File: config.mk
export PLATFORM = sky130hd
export DESIGN_NAME = rgc_ctrl
export DESIGN_NICKNAME = d
export VERILOG_FILES = /design/src/rtl/rgc_pkg.sv /design/src/rtl/rgc_ctrl.sv
export SDC_FILE = /design/constraint.sdc
export NUM_CORES = 1
export LEC_CHECK = 0
export ABC_AREA = 1
export ABC_CLOCK_PERIOD_IN_PS = 4600
export BUFFER_PORTS_ARGS = -buffer_cell sky130_fd_sc_hd__buf_2
export CAP_MARGIN = 0
export CORE_MARGIN = 2
export CORE_UTILIZATION = 45
export CTS_CLUSTER_SIZE = 25
export DETAILED_ROUTE_END_ITERATION = 10
export GPL_TIMING_DRIVEN = 0
export PLACE_DENSITY = 0.75
export SLEW_MARGIN = 20
export SYNTH_ARGS = -nofsm -noshare
export SYNTH_HDL_FRONTEND = slang
export SYNTH_SLANG_ARGS = --single-unit
File: constraint.sdc
create_clock -name clk_i -period 4.6 [get_ports clk_i]
set_clock_uncertainty 0.15 [all_clocks]
set_input_delay 0.69 -clock clk_i [delete_from_list [all_inputs] [get_ports clk_i]]
set_output_delay 0.69 -clock clk_i [all_outputs]
set_load 0.02 [all_outputs]
File: src/rtl/rgc_pkg.sv
// ----------------------------------------------------------------------------
// rgc_pkg
// Shared types, constants and tables of the grid ray-cast column engine.
// ----------------------------------------------------------------------------
package rgc_pkg;

  // default sizes of the map and the march
  localparam int MAP_DIM_DEF   = 64;
  localparam int CELL_SIZE_DEF = 40;
  localparam int MAX_STEPS_DEF = 1024;

  // field widths
  localparam int POS_W     = 20;
  localparam int HGT_W     = 12;
  localparam int FOCAL_W   = 12;
  localparam int WHE_W     = 8;
  localparam int CFG_W     = 12;
  localparam int OP_W      = 2;
  localparam int ANGLE_W   = 16;
  localparam int STEP_W    = 7;
  localparam int COLOFF_W  = 11;
  localparam int IN_DATA_W = 48;
  localparam int OUT_DATA_W = 80;

  // cordic unit
  localparam int CORDIC_ITERS = 14;
  localparam int ITER_W       = 4;
  localparam int XY_W         = 24;
  localparam int Z_W          = 18;
  localparam int CS_W         = 18;
  localparam logic signed [XY_W-1:0] CORDIC_START = 24'sd9949;
  localparam logic [ANGLE_W-1:0] ANG_QUARTER = 16'd16384;
  localparam logic [ANGLE_W-1:0] ANG_HALF    = 16'd32768;
  localparam logic [ANGLE_W-1:0] ANG_3QUART  = 16'd49152;

  // ray positions are Q.14, player positions Q.8
  localparam int RAY_W    = 40;
  localparam int FRAC_SH  = 14;
  localparam int POS_SH   = 6;
  localparam int RECIP_SH = 24;
  localparam int NUM_W    = 28;

  localparam logic [POS_W-1:0] POS_MAX    = 20'hFFFFF;
  localparam logic [HGT_W-1:0] HEIGHT_MAX = 12'hFFF;

  typedef enum logic [OP_W-1:0] {
    OP_MAP_WRITE = 2'd0,
    OP_MOVE      = 2'd1,
    OP_CAST      = 2'd2,
    OP_NOP       = 2'd3
  } op_e;

  typedef enum logic {
    CFG_FOCAL     = 1'b0,
    CFG_WALL_HALF = 1'b1
  } cfg_idx_e;

  typedef enum logic [1:0] {
    ANG_HEADING = 2'd0,
    ANG_RAY     = 2'd1,
    ANG_COLUMN  = 2'd2
  } ang_src_e;

  typedef enum logic [1:0] {
    SAVE_NONE = 2'd0,
    SAVE_ANG  = 2'd1,
    SAVE_CS   = 2'd2,
    SAVE_CC   = 2'd3
  } cor_save_e;

  // controller to datapath
  typedef struct packed {
    logic      load;
    logic      map_wr;
    logic      cor_init;
    logic      cor_vec;
    ang_src_e  cor_src;
    logic      cor_step;
    cor_save_e cor_save;
    logic      mv_target;
    logic      mv_commit;
    logic      ray_init;
    logic      probe_cell;
    logic      probe_read;
    logic      step_fwd;
    logic      step_back;
    logic      perp_mul;
    logic      perp_sat;
    logic      h_max;
    logic      div_init;
    logic      div_step;
    logic      h_sat;
    logic      emit;
  } rgc_cmd_t;

  // datapath to controller
  typedef struct packed {
    logic cor_done;
    logic blocked;
    logic n_max;
    logic perp_zero;
    logic div_done;
    logic out_free;
  } rgc_sts_t;

  // arctangent of 2^-i in binary angle units
  function automatic logic signed [Z_W-1:0] atan_step(input logic [ITER_W-1:0] i);
    logic signed [Z_W-1:0] r;
    unique case (i)
      4'd0:    r = 18'sd8192;
      4'd1:    r = 18'sd4836;
      4'd2:    r = 18'sd2555;
      4'd3:    r = 18'sd1297;
      4'd4:    r = 18'sd651;
      4'd5:    r = 18'sd326;
      4'd6:    r = 18'sd163;
      4'd7:    r = 18'sd81;
      4'd8:    r = 18'sd41;
      4'd9:    r = 18'sd20;
      4'd10:   r = 18'sd10;
      4'd11:   r = 18'sd5;
      4'd12:   r = 18'sd3;
      4'd13:   r = 18'sd1;
      default: r = 18'sd0;
    endcase
    return r;
  endfunction

endpackage

File: src/rtl/rgc_ctrl.sv
// ----------------------------------------------------------------------------
// rgc_ctrl
// Sequencer: map write, move and cast each run as a series of datapath steps.
// ----------------------------------------------------------------------------
module rgc_ctrl
  import rgc_pkg::*;
(
  input  logic            clk_i,
  input  logic            rst_ni,
  input  logic            in_valid_i,
  input  logic [OP_W-1:0] in_op_i,
  output logic            in_ready_o,
  input  rgc_sts_t        sts_i,
  output rgc_cmd_t        cmd_o
);

  typedef enum logic [4:0] {
    S_IDLE, S_WRITE, S_FIN,
    S_MV_INIT, S_MV_ROT, S_MV_TGT,
    S_CA_VINIT, S_CA_VEC, S_CA_R1INIT, S_CA_R1, S_CA_R2INIT, S_CA_R2, S_CA_START,
    S_P_CELL, S_P_READ, S_P_TEST,
    S_CA_PMUL, S_CA_PSAT, S_CA_CHK, S_CA_DIV, S_CA_HSAT
  } state_e;

  state_e state_q, state_d;
  logic   is_move_q, is_move_d;
  logic   fwd_q, fwd_d;

  assign in_ready_o = (state_q == S_IDLE);

  // next state and commands
  always_comb begin
    state_d   = state_q;
    is_move_d = is_move_q;
    fwd_d     = fwd_q;
    cmd_o     = '0;
    unique case (state_q)
      S_IDLE: begin
        if (in_valid_i) begin
          cmd_o.load = 1'b1;
          unique case (op_e'(in_op_i))
            OP_MAP_WRITE: state_d = S_WRITE;
            OP_MOVE: begin
              state_d   = S_MV_INIT;
              is_move_d = 1'b1;
            end
            OP_CAST: begin
              state_d   = S_CA_VINIT;
              is_move_d = 1'b0;
            end
            OP_NOP:  state_d = S_FIN;
          endcase
        end
      end
      S_WRITE: begin
        cmd_o.map_wr = 1'b1;
        state_d      = S_FIN;
      end
      S_MV_INIT: begin
        cmd_o.cor_init = 1'b1;
        cmd_o.cor_src  = ANG_HEADING;
        state_d        = S_MV_ROT;
      end
      S_MV_ROT: begin
        if (sts_i.cor_done) begin
          cmd_o.cor_save = SAVE_CS;
          state_d        = S_MV_TGT;
        end else begin
          cmd_o.cor_step = 1'b1;
        end
      end
      S_MV_TGT: begin
        cmd_o.mv_target = 1'b1;
        state_d         = S_P_CELL;
      end
      S_CA_VINIT: begin
        cmd_o.cor_init = 1'b1;
        cmd_o.cor_vec  = 1'b1;
        state_d        = S_CA_VEC;
      end
      S_CA_VEC: begin
        if (sts_i.cor_done) begin
          cmd_o.cor_save = SAVE_ANG;
          state_d        = S_CA_R1INIT;
        end else begin
          cmd_o.cor_step = 1'b1;
        end
      end
      S_CA_R1INIT: begin
        cmd_o.cor_init = 1'b1;
        cmd_o.cor_src  = ANG_RAY;
        state_d        = S_CA_R1;
      end
      S_CA_R1: begin
        if (sts_i.cor_done) begin
          cmd_o.cor_save = SAVE_CS;
          state_d        = S_CA_R2INIT;
        end else begin
          cmd_o.cor_step = 1'b1;
        end
      end
      S_CA_R2INIT: begin
        cmd_o.cor_init = 1'b1;
        cmd_o.cor_src  = ANG_COLUMN;
        state_d        = S_CA_R2;
      end
      S_CA_R2: begin
        if (sts_i.cor_done) begin
          cmd_o.cor_save = SAVE_CC;
          state_d        = S_CA_START;
        end else begin
          cmd_o.cor_step = 1'b1;
        end
      end
      S_CA_START: begin
        cmd_o.ray_init = 1'b1;
        fwd_d          = 1'b1;
        state_d        = S_P_CELL;
      end
      S_P_CELL: begin
        cmd_o.probe_cell = 1'b1;
        state_d          = S_P_READ;
      end
      S_P_READ: begin
        cmd_o.probe_read = 1'b1;
        state_d          = S_P_TEST;
      end
      S_P_TEST: begin
        // march decision on the probed cell
        if (is_move_q) begin
          cmd_o.mv_commit = 1'b1;
          state_d         = S_FIN;
        end else if (fwd_q && !sts_i.blocked) begin
          if (sts_i.n_max) begin
            state_d = S_FIN;
          end else begin
            cmd_o.step_fwd = 1'b1;
            state_d        = S_P_CELL;
          end
        end else if (sts_i.blocked) begin
          fwd_d = 1'b0;
          if (sts_i.n_max) begin
            state_d = S_FIN;
          end else begin
            cmd_o.step_back = 1'b1;
            state_d         = S_P_CELL;
          end
        end else begin
          state_d = S_CA_PMUL;
        end
      end
      S_CA_PMUL: begin
        cmd_o.perp_mul = 1'b1;
        state_d        = S_CA_PSAT;
      end
      S_CA_PSAT: begin
        cmd_o.perp_sat = 1'b1;
        state_d        = S_CA_CHK;
      end
      S_CA_CHK: begin
        if (sts_i.perp_zero) begin
          cmd_o.h_max = 1'b1;
          state_d     = S_FIN;
        end else begin
          cmd_o.div_init = 1'b1;
          state_d        = S_CA_DIV;
        end
      end
      S_CA_DIV: begin
        if (sts_i.div_done) begin
          state_d = S_CA_HSAT;
        end else begin
          cmd_o.div_step = 1'b1;
        end
      end
      S_CA_HSAT: begin
        cmd_o.h_sat = 1'b1;
        state_d     = S_FIN;
      end
      S_FIN: begin
        if (sts_i.out_free) begin
          cmd_o.emit = 1'b1;
          state_d    = S_IDLE;
        end
      end
      default: state_d = S_IDLE;
    endcase
  end

  // state register
  always_ff @(posedge clk_i or negedge rst_ni) begin
    if (!rst_ni) begin
      state_q   <= S_IDLE;
      is_move_q <= 1'b0;
      fwd_q     <= 1'b0;
    end else begin
      state_q   <= state_d;
      is_move_q <= is_move_d;
      fwd_q     <= fwd_d;
    end
  end

endmodule

# ---- Yosys cells after proc, flatten, opt, wreduce, memory -nomap -nowiden
# Index checks and enable logic that the tools add are counted.
dict set report totals {
  reg_bits 7
  in_bits 11
  output_inout_bits 24
  elab_cells 101
}
dict set report op_classes {
  eq_ne 33
  muxes 52
  reduce_logical 13
}
# op count
set ops {}
lappend ops {{case mux 5 bit (19 select lines)} 1}
lappend ops {{two-way mux 5 bit} 11}
lappend ops {{equality test 5 x 4 -> 1 bit (second input constant)} 8}
lappend ops {{two-way mux 1 bit} 29}
lappend ops {{equality test 5 bit (second input constant)} 5}
lappend ops {{equality test 5 x 3 -> 1 bit (second input constant)} 4}
lappend ops {{!= test 2 bit (second input constant)} 10}
lappend ops {{case mux 5 bit (4 select lines)} 1}
lappend ops {{equality test 5 x 2 -> 1 bit (second input constant)} 2}
lappend ops {{two-way mux 2 bit} 5}
lappend ops {{case mux 3 bit (3 select lines)} 1}
lappend ops {{AND reduction 7 bit} 1}
lappend ops {{OR reduction 2 bit} 3}
lappend ops {{equality test 5 x 1 -> 1 bit (second input constant)} 1}
lappend ops {{zero test 5 bit} 1}
lappend ops {{equality test 2 bit (second input constant)} 2}
lappend ops {{two-way mux 4 bit} 1}
lappend ops {{case mux 1 bit (2 select lines)} 2}
lappend ops {{case mux 2 bit (2 select lines)} 1}
lappend ops {{AND reduction 4 bit} 1}
lappend ops {{nonzero test 2 bit} 2}
lappend ops {{OR reduction 4 bit} 1}
lappend ops {{AND reduction 3 bit} 1}
lappend ops {{equality test 2 x 1 -> 1 bit (second input constant)} 1}
lappend ops {{3 further kinds} 3}

# ---- Longest topological paths before layout
# Gate-level depths: netlist of the first run.
dict set report logic_depth {
  depth_word 5
  depth_mapped 11
  ltp_nobuf 10
}

# ---- Least setup slack after synthesis of the first run
# OpenSTA, ideal clock, no wires.
dict set report synth_path {
  path_type {register to output}
  from {reg state_q[4]}
  to {out cmd_o[8] in the netlist's numbering}
  arrival_ps 1409
  t_required_ps 3760
  slack_ps 2351
  stages_incl_launch_ff 7
  n_path_buf 1
  cell_sequence {dfrtp_1 -> buf_4 -> clkinv_2 -> nand3_2 -> nor2_2 -> nand2_2 -> nor3_1}
}
# element line
set synth_lines {}
lappend synth_lines {{start, declared} rgc_ctrl.sv:25} ;# state_e state_q, state_d;
lappend synth_lines {{start signal, assigned} rgc_ctrl.sv:197} ;# state_q <= state_d;
lappend synth_lines {{end, declared} rgc_ctrl.sv:14} ;# output rgc_cmd_t cmd_o

==> results.sh, run 1 <==
export IMPL_area_sequential_um2=175
export IMPL_worst_skew_pair_late_latency_ps=260
export IMPL_routed_wirelength_um=2390
export IMPL_rsz_0062_raised_after_global_routing="false"
export IMPL_synth_seq_cells=7
export IMPL_synthCells=155
export IMPL_first_iter_violations=39
export IMPL_worstPathArrival_ps=1700
export IMPL_initial_core_util_pct=49.4
export IMPL_via_count=1070
export IMPL_clock_path_buffers=2
export IMPL_ant_nets=0
export IMPL_portBuffers=34
export IMPL_synth_area_per_cell_um2=5.62
export IMPL_via_per_inst=4.91
export IMPL_synth_compound_area_share_pct=7.33
export IMPL_yosysWarnings=0
export IMPL_synth_top_family_by_area="simple AND/OR/NAND/NOR gates"
export IMPL_post_synthesis_share_of_cell_area_spent_on_and_or_nand_and_nor_gates_pct=53.0
export IMPL_hold_path_class="input port to asynchronous set/reset pin"
export IMPL_timing_hold_violations_final=0
export IMPL_result_of_the_run="complete, no violations"
export IMPL_detailed_place_hpwl_um=1990
export IMPL_timing_max_transition_violations_final=0
export IMPL_pre_cts_slack_ps=2360
export IMPL_cts_sink_count=7
export IMPL_worst_setup_path_type="flip-flop to primary output"
export IMPL_die_x_um=48.0
export IMPL_p_leak_nw=0.747
export IMPL_detail_route_drc_violations=0
export IMPL_seq_area_frac_synth_pct=20.1
export IMPL_post_cts_setup_buffer_count=0
export IMPL_worst_pin_slew_ps=341
export IMPL_layout_drive_gt1_share_pct=29.5
export IMPL_multi_input_area_um2=563
export IMPL_synth_fp_nets=169
export IMPL_timing_critical_path_slowest_cell_delay_ps=360
export IMPL_gpl_final_weighted_congestion=0.916
export IMPL_syn_area_um2=871
export IMPL_path_max_fanout=10
export IMPL_adder_and_majority_cell_fraction_of_the_synthesized_area_pct=4.31
export IMPL_power_per_cell_area_nw_per_um2=558
export IMPL_ys_top_cells_by_area="dfrtp_1 (20%), nand2_1 (15%), nor2_1 (15%), inv_1 (12%), nand3_1 (6.9%)"
export IMPL_cts_tree="built"
export IMPL_design_final_nets=208
export IMPL_floorplan_core_area_um2=1760
export IMPL_detail_route_first_pass_iterations=4
export IMPL_worst_slew_margin_rel_pct=77.2
export IMPL_groute_layer_met1_usage_pct=31.8
export IMPL_area_growth_synth_to_final_pct=26.1
export IMPL_antenna_violations_before_repair=0
export IMPL_vdd_ir_drop_max_uv=282
export IMPL_cp_top_family="simple AND/OR/NAND/NOR gates"
export IMPL_fill_cells=196
export IMPL_cts_resized_gates=0
export IMPL_number_of_buffers_created_by_cts=3
export IMPL_cp_data_required_time_ps=3760
export IMPL_io_pin_count=35
export IMPL_yosys_area_share_xor_xnor_pct=0
export IMPL_cts_htree_levels=1
export IMPL_area_share_of_the_largest_cell_type_after_synthesis_pct=20.1
export IMPL_grt_pass1_wl_um=3830
export IMPL_die_area_um2=2300
export IMPL_via_count_of_the_first_global_routing_pass=902
export IMPL_finalSetupViolations=0
export IMPL_critical_path_endpoint_type="primary output"
export IMPL_fin_ws_ps=2060
export IMPL_number_of_antenna_repair_diodes=0
export IMPL_power_total_w=0.000613
export IMPL_placement_rows=15
export IMPL_clk_root_buffer_cell="clkbuf_4"
export IMPL_timing_critical_path_buf_inv=3
export IMPL_grtUsageTotal_pct=24.1
export IMPL_mean_routed_wirelength_per_cell_um=11.0
export IMPL_setup_worst_path_start_class="flip-flop"
export IMPL_period_share_pct=55.2
export IMPL_cp_slowest_cell="dfrtp_1"
export IMPL_synthDistinctLibCells=22
export IMPL_grt_max_degree=11
export IMPL_grt_met3_usage_pct=7.17
export IMPL_cts_hold_buffers_added=0
export IMPL_busiest_layer="met2"
export IMPL_max_cap_violations=0
export IMPL_die_height_um=48.0
export IMPL_post_synth_mux_area_share_pct=0
export IMPL_use_met2_pct=38.1
export IMPL_achievable_frequency_mhz=394
export IMPL_clk_pin_slew_worst_paths_ps=60
export IMPL_grt_overflow=0
export IMPL_timing_final_crit_period_ps=2540
export IMPL_fin_tns_setup_ps=0
export IMPL_crit_chain="buf_4 -> clkinv_2 -> nand3_2 -> nor2_2 -> nand2_2 -> nor3_1 -> buf_2"
export IMPL_yosys_area_top_type="dfrtp_1"
-- Yosys cell counts --
cell type / instances
nand2_1: 34
nor2_1: 34
inv_1: 28
nand3_1: 12
dfrtp_1: 7
nor2_2: 6
a21oi_1: 5
o21ai_0: 4
ha_1: 3
nand2_2: 3
nand3_2: 3
nor3_1: 3
buf_4: 2
inv_2: 2
nand4_1: 2
a31oi_1: 1
clkinv_2: 1
nand2_4: 1
nor2_4: 1
nor3_2: 1
o211ai_1: 1
o21ai_1: 1
-- cell type report --
type / instances / area share, %
plain buffers: 2 / 1.37
clock buffers: 4 / 2.39
inverters: 31 / 10.7
multi-input cells: 115 / 51.3
flip-flops and latches: 7 / 15.9
well taps: 25 / 2.85
repair buffers: 34 / 15.5
-- where the power goes --
part | switching (W) | total, W | internal, W
combinational | 0.000296 | 0.000435 | 0.000139
sequential | 0.0000329 | 0.000120 | 0.0000874
clock | 0.0000250 | 0.0000583 | 0.0000332
-- sequential cells by signal, summed over array words and instances (netlist names) --
register / cells
fwd_q: 1
is_move_q: 1
state_q: 5
-- final timing paths --
| check | start | to | slack (ps) | cells past startpoint |
|---|---|---|---|---|
| min reg2reg | fwd_q$_DFFE_PN0P_ | fwd_q$_DFFE_PN0P_ | 420 | 2 |
| max | state_q[4]$_DFFE_PN0P_ | cmd_o[8] | 2060 | 7 |
| max in group asynchronous | rst_ni | state_q[3]$_DFFE_PN0P_ | 4020 | 1 |
| max reg2reg | state_q[4]$_DFFE_PN0P_ | state_q[0]$_DFFE_PN0P_ | 2910 | 10 |
| min | rst_ni | fwd_q$_DFFE_PN0P_ | 110 | 1 |
| min in group clk_i | fwd_q$_DFFE_PN0P_ | fwd_q$_DFFE_PN0P_ | 420 | 2 |
-- cells by family (layout without fill, tap and decap cells) --
logic type               count (synthesis)  after routing
AO/OA/AOI/OAI                           12             12
adder cells (fa/ha/maj)                  3              3
buffers and inverters                   33             71
flip-flops                               7              7
AND/OR/NAND/NOR                        100            100
-- metal layers --
layer,vias to the layer above,routed length [µm]
li1,554,-
met1,484,1080
met2,30,1180
met3,2,122
met4,0,16
met5,-,0
-- placed cells by master, fill, tap and decap left out, types with 2 or more instances in the layout --
cell      netlist  layout
nand2_1        34      34
nor2_1         34      34
buf_2           0      34
inv_1          28      28
nand3_1        12      12
dfrtp_1         7       7
nor2_2          6       6
a21oi_1         5       5
o21ai_0         4       4
nand3_2         3       3
nand2_2         3       3
nor3_1          3       3
ha_1            3       3
clkbuf_4        0       3
buf_4           2       2
inv_2           2       2
nand4_1         2       2
-- per-stage QoR --
stage,instance area (µm²),util (%),hold slack [ps],instances
floorplan,871,-,244,155
global placement,1070,60.8,380,214
detailed placement,1070,60.8,387,214
CTS,1100,62.3,103,218
global route,1100,62.3,101,218
finish,1100,62.3,110,218
Note: power is estimated with default switching activity, not from simulation.
==> run 2, diff against run 1 <==
--- a/config.mk
+++ b/config.mk
@@ -6,7 +6,7 @@
 export NUM_CORES = 1
 export LEC_CHECK = 0
 export ABC_AREA = 1
-export ABC_CLOCK_PERIOD_IN_PS = 4600
+export ABC_CLOCK_PERIOD_IN_PS = 2470
 export BUFFER_PORTS_ARGS = -buffer_cell sky130_fd_sc_hd__buf_2
 export CAP_MARGIN = 0
 export CORE_MARGIN = 2
==> constraint.sdc (replaced) <==
create_clock -name clk_i -period 2.47 [get_ports clk_i]
set_clock_uncertainty 0.15 [all_clocks]
set_input_delay 0.3705 -clock clk_i [delete_from_list [all_inputs] [get_ports clk_i]]
set_output_delay 0.3705 -clock clk_i [all_outputs]
set_load 0.02 [all_outputs]
==> run 2 against run 1 <==
Net effect: count of clock-buffer cells in the layout did not move; cell count up 0.46%; combinational power grew 86%; non-clock buffer count grew 1; first-iteration DRC count rose by 18%; sequential share of layout area down 0.14 points; power rose by 87%.
==> results.sh, run 2 (same netlist as run 1, synthesis figures left out) <==
export IMPL_period_share_pct=90.3
export IMPL_min_to="state_q[4]$_DFFE_PN0P_"
export IMPL_hold_path_depth=4
export IMPL_fill_cells=195
export IMPL_cp_data_required_time_ps=1950
export IMPL_cts_sink_count=7
export IMPL_finalSetupViolations=0
export IMPL_power_sequential_fraction_pct=19.6
export IMPL_ant_nets=0
export IMPL_timing_reg2reg_worst_path_depth=10
export IMPL_most_flops_register="state_q"
export IMPL_grtUsageTotal_pct=24.3
export IMPL_timing_max_transition_violations_final=0
export IMPL_clock_path_buffers=2
export IMPL_grt_overflow=0
export IMPL_terminus_of_the_critical_flop_to_flop_path="state_q[0]$_DFFE_PN0P_"
export IMPL_io_pin_count=35
export IMPL_worstReg2RegStart="state_q[4]$_DFFE_PN0P_"
export IMPL_sw_frac_of_total_pct=57.7
export IMPL_hold_path_class="input port to flip-flop"
export IMPL_path_max_fanout=10
export IMPL_worst_slew_margin_rel_pct=77.3
export IMPL_grt_max_degree=11
export IMPL_initial_core_util_pct=49.4
export IMPL_design_final_nets=209
export IMPL_largest_registers_in_the_final_layout="state_q (5), fwd_q (1), is_move_q (1)"
export IMPL_portBuffers=34
export IMPL_post_place_cells=214
export IMPL_p_leak_nw=0.751
export IMPL_cp_slowest_cell="dfrtp_1"
export IMPL_vdd_ir_drop_max_uv=530
export IMPL_worst_pin_slew_ps=340
export IMPL_clk_root_buffer_cell="clkbuf_4"
export IMPL_number_of_buffers_created_by_cts=3
export IMPL_largest_register_ff_count=5
export IMPL_p_clk_share_pct=9.6
export IMPL_grt_pass1_wl_um=3870
export IMPL_achievable_frequency_mhz=448
export IMPL_whs_ps=293
export IMPL_detailed_place_hpwl_um=1990
export IMPL_critical_path_endpoint_type="primary output"
export IMPL_setup_worst_path_start_class="flip-flop"
export IMPL_timing_final_crit_period_ps=2230
export IMPL_floorplan_core_area_um2=1760
export IMPL_comb_power_share_pct=70.8
export IMPL_switching_power_w=0.000661
export IMPL_area_growth_synth_to_final_pct=27.3
export IMPL_max_cap_violations=0
export IMPL_die_area_um2=2300
export IMPL_timing_hold_violations_final=0
export IMPL_die_x_um=48.0
export IMPL_post_cts_setup_buffer_count=0
export IMPL_gpl_final_weighted_congestion=0.916
export IMPL_final_cell_count_no_fill=219
export IMPL_clk_pin_slew_worst_paths_ps=60
export IMPL_cts_tree="built"
export IMPL_first_iter_violations=46
export IMPL_crit_chain="buf_4 -> clkinv_2 -> nand3_2 -> nor2_2 -> nand2_2 -> nor2_1 -> buf_2"
export IMPL_timing_critical_path_slowest_cell_delay_ps=360
export IMPL_power_report_internal_total_w=0.000484
export IMPL_power_per_cell_area_nw_per_um2=1030
export IMPL_cts_hold_buffers_added=1
export IMPL_rsz_0062_raised_after_global_routing="false"
export IMPL_reg2reg_slack_ps=770
export IMPL_detail_route_drc_violations=0
export IMPL_worst_setup_path_type="flip-flop to primary output"
export IMPL_layout_drive_gt1_share_pct=29.4
export IMPL_fin_tns_setup_ps=0
export IMPL_mean_routed_wirelength_per_cell_um=11.1
export IMPL_cts_htree_levels=1
export IMPL_worst_skew_pair_late_latency_ps=260
export IMPL_antenna_violations_before_repair=0
export IMPL_worstPathArrival_ps=1710
export IMPL_result_of_the_run="complete, no violations"
export IMPL_number_of_antenna_repair_diodes=0
export IMPL_via_count_of_the_first_global_routing_pass=911
export IMPL_via_per_inst=4.92
export IMPL_layout_cells_most_common_list="nand2_1 (34), nor2_1 (34), buf_2 (34)"
export IMPL_via_count=1078
export IMPL_timing_hold_worst_start="sts_i[2]"
export IMPL_cts_resized_gates=0
export IMPL_routed_wirelength_um=2440
export IMPL_detail_route_first_pass_iterations=4
export IMPL_placement_rows=15
export IMPL_die_height_um=48.0
[run 2: cell type report]
type | count | area (µm²) | share of cell area (%)
plain buffers | 2 | 15.0 | 1.35
clock buffers | 4 | 26.3 | 2.37
inverters | 31 | 118 | 10.6
multi-input cells | 115 | 563 | 50.8
flip-flops and latches | 7 | 175 | 15.8
well taps | 25 | 31.3 | 2.82
repair buffers | 35 | 180 | 16.3
[run 2: power by group through the flow]
stage	clock [W]	combinational [W]	sequential, W
after floorplan	0	0.000620	0.000212
after global placement	0	0.000797	0.000224
after detailed placement	0	0.000806	0.000225
after CTS	0.000112	0.000812	0.000223
after global routing	0.000125	0.000923	0.000232
final	0.000110	0.000811	0.000224
[run 2: metrics by stage]
| step | cell area (µm²) | setup WS, ps | utilization, % | total power [W] |
|---|---|---|---|---|
| detailed placement | 1070 | 547 | 60.8 | 0.00103 |
| global route | 1110 | 147 | 62.8 | 0.00128 |
| CTS | 1110 | 260 | 62.8 | 0.00115 |
| global placement | 1070 | 587 | 60.8 | 0.00102 |
| floorplan | 871 | 541 | - | 0.000832 |
| finish | 1110 | 240 | 62.8 | 0.00115 |
[run 2: worst max path at each step]
stage                           start       end  slack, ps
3_5_place_dp   state_q[4]$_DFFE_PN0P_  cmd_o[8]        550
2_1_floorplan  state_q[4]$_DFFE_PN0P_  cmd_o[8]        540
5_1_grt        state_q[4]$_DFFE_PN0P_  cmd_o[8]        150
4_1_cts        state_q[4]$_DFFE_PN0P_  cmd_o[8]        260
6_report       state_q[4]$_DFFE_PN0P_  cmd_o[7]        240
3_3_place_gp   state_q[4]$_DFFE_PN0P_  cmd_o[8]        590
[run 2: worst max-delay path: cells and delay by family (launching register included)]
| kind | cells | cell delay [ps] |
|---|---|---|
| buffers and inverters | 3 | 480 |
| AND/OR/NAND/NOR | 4 | 600 |
| flip-flops | 1 | 360 |
[run 2: layer usage]
layer | part of all wire, % | global-route usage, %
met1 | 44 | 32.0
met2 | 50 | 38.7
met3 | 5.5 | 7.17
met4 | 1.2 | 6.49
met5 | 0 | 0
==> run 3, diff against run 2 <==
--- a/config.mk
+++ b/config.mk
@@ -10,11 +10,10 @@
 export BUFFER_PORTS_ARGS = -buffer_cell sky130_fd_sc_hd__buf_2
 export CAP_MARGIN = 0
 export CORE_MARGIN = 2
-export CORE_UTILIZATION = 45
+export CORE_UTILIZATION = 35
 export CTS_CLUSTER_SIZE = 25
 export DETAILED_ROUTE_END_ITERATION = 10
 export GPL_TIMING_DRIVEN = 0
-export PLACE_DENSITY = 0.75
 export SLEW_MARGIN = 20
 export SYNTH_ARGS = -nofsm -noshare
 export SYNTH_HDL_FRONTEND = slang
==> run 3 against run 2 <==
Net effect: non-clock buffer count is the same; utilization shrank 17 points; maximum frequency grew 2.4%; via count shrank 1.7%; highest routed layer unchanged; global-route usage shrank 6.4 points; routed wire length grew 0.12%; setup slack gained 53 ps; cell count grew 2.3%; combinational power grew 1%; die area grew 26%; sequential power is essentially flat; power grew 1.6%.
==> results.sh, run 3 (same netlist as run 1, synthesis figures left out) <==
export IMPL_achievable_frequency_mhz=459
export IMPL_portBuffers=34
export IMPL_number_of_buffers_created_by_cts=3
export IMPL_critical_path_endpoint_type="primary output"
export IMPL_first_iter_violations=15
export IMPL_hold_path_class="input port to flip-flop"
export IMPL_rsz_0062_raised_after_global_routing="false"
export IMPL_timing_hold_worst_start="sts_i[2]"
export IMPL_ant_nets=0
export IMPL_power_per_cell_area_nw_per_um2=1040
export IMPL_clk_root_buffer_cell="clkbuf_4"
export IMPL_layout_drive_gt1_share_pct=29.4
export IMPL_detailed_place_hpwl_um=1970
export IMPL_largest_registers_in_the_final_layout="state_q (5), fwd_q (1), is_move_q (1)"
export IMPL_power_total_w=0.00116
export IMPL_hold_path_depth=4
export IMPL_io_pin_count=35
export IMPL_antenna_violations_before_repair=0
export IMPL_pre_cts_slack_ps=578
export IMPL_worst_slew_margin_rel_pct=78.8
export IMPL_finalSetupViolations=0
export IMPL_p_leak_nw=0.751
export IMPL_cp_top_family="simple AND/OR/NAND/NOR gates"
export IMPL_cts_htree_levels=1
export IMPL_grt_pass1_wl_um=3680
export IMPL_terminus_of_the_critical_flop_to_flop_path="state_q[2]$_DFFE_PN0P_"
export IMPL_timing_critical_path_depth=7
export IMPL_routed_wirelength_um=2440
export IMPL_timing_hold_violations_final=0
export IMPL_period_share_pct=88.2
export IMPL_area_growth_synth_to_final_pct=28.0
export IMPL_die_area_um2=2900
export IMPL_cp_slowest_cell="dfrtp_1"
export IMPL_gpl_final_weighted_congestion=0.966
export IMPL_worst_setup_path_type="flip-flop to primary output"
export IMPL_timing_reg2reg_worst_path_depth=8
export IMPL_max_cap_violations=0
export IMPL_detail_route_first_pass_iterations=4
export IMPL_fin_tns_setup_ps=0
export IMPL_design_final_nets=209
export IMPL_via_count_of_the_first_global_routing_pass=852
export IMPL_timing_max_transition_violations_final=0
export IMPL_grtUsageTotal_pct=18.0
export IMPL_via_count=1060
export IMPL_number_of_antenna_repair_diodes=0
export IMPL_die_x_um=53.9
export IMPL_min_to="state_q[4]$_DFFE_PN0P_"
export IMPL_setup_worst_path_start_class="flip-flop"
export IMPL_placement_rows=18
export IMPL_cts_sink_count=7
export IMPL_worstPathArrival_ps=1660
export IMPL_grt_max_degree=11
export IMPL_timing_critical_path_buf_inv=3
export IMPL_path_max_fanout=10
export IMPL_layout_cells_most_common_list="nand2_1 (34), nor2_1 (34), buf_2 (34)"
export IMPL_timing_final_crit_period_ps=2180
export IMPL_largest_register_ff_count=5
export IMPL_cts_resized_gates=0
export IMPL_startpoint="state_q[4]$_DFFE_PN0P_"
export IMPL_crit_chain="buf_4 -> clkinv_2 -> nand3_2 -> nor2_2 -> nand2_2 -> nor3_1 -> buf_2"
export IMPL_mean_routed_wirelength_per_cell_um=10.9
export IMPL_fin_ws_ps=292
export IMPL_clk_pin_slew_worst_paths_ps=60
export IMPL_initial_core_util_pct=36.1
export IMPL_whs_ps=274
export IMPL_worst_pin_slew_ps=317
export IMPL_timing_critical_path_slowest_cell_delay_ps=360
export IMPL_result_of_the_run="complete, no violations"
export IMPL_vdd_ir_drop_max_uv=547
export IMPL_detail_route_drc_violations=0
export IMPL_die_height_um=53.9
export IMPL_worstReg2RegStart="state_q[3]$_DFFE_PN0P_"
export IMPL_worst_skew_pair_late_latency_ps=270
export IMPL_most_flops_register="state_q"
export IMPL_grt_overflow=0
export IMPL_cp_data_required_time_ps=1950
export IMPL_floorplan_core_area_um2=2410
export IMPL_via_per_inst=4.73
export IMPL_postLayoutCoreUtil_pct=46.3
export IMPL_reg2reg_slack_ps=740
export IMPL_clock_path_buffers=2
export IMPL_cts_tree="built"
-- run 3: what timing repair did --
item / in CTS / in global routing
setup endpoints to repair: 0 / 0
hold buffers: 1 / 0
setup buffers: 0 / 0
hold endpoints to repair: 7 / 0
-- run 3: final cells by class --
type | count | area (µm²)
Fill cell | 267 | 1290
Multi-Input combinational cell | 115 | 563
Timing Repair Buffer | 35 | 180
Sequential cell | 7 | 175
Inverter | 31 | 118
Tap cell | 30 | 37.5
Clock buffer | 4 | 26.3
Buffer | 2 | 15.0
-- run 3: worst max-delay path by stage --
stage | end | slack [ps]
global placement | cmd_o[8] | 590
floorplan | cmd_o[8] | 540
global route | cmd_o[8] | 190
detailed placement | cmd_o[8] | 580
finish | cmd_o[8] | 290
CTS | cmd_o[8] | 290
-- run 3: report_power, final --
part / switching, W / internal [W]
Combinational: 0.000563 / 0.000260
Sequential: 0.0000623 / 0.000163
Clock: 0.0000535 / 0.0000623
-- run 3: layer usage --
metal,up-vias,share of wire [%],routed length [µm],GRT usage [%]
li1,553,-,-,-
met3,5,7.2,175,3.89
met5,-,0,0,0
met1,466,47,1160,22.6
met2,36,44,1070,28.9
met4,0,1.5,36,8.55
-- run 3: tightest hold or removal path, cell delays in order --
cell	delay [ps]
buf_2	70
inv_1	50
nor2_1	90
o21ai_0	70
-- run 3: per-stage QoR --
step	instance area, µm²	cells
finish	1110	224
floorplan	871	155
CTS	1110	224
detailed placement	1080	219
global placement	1080	219
global route	1110	224
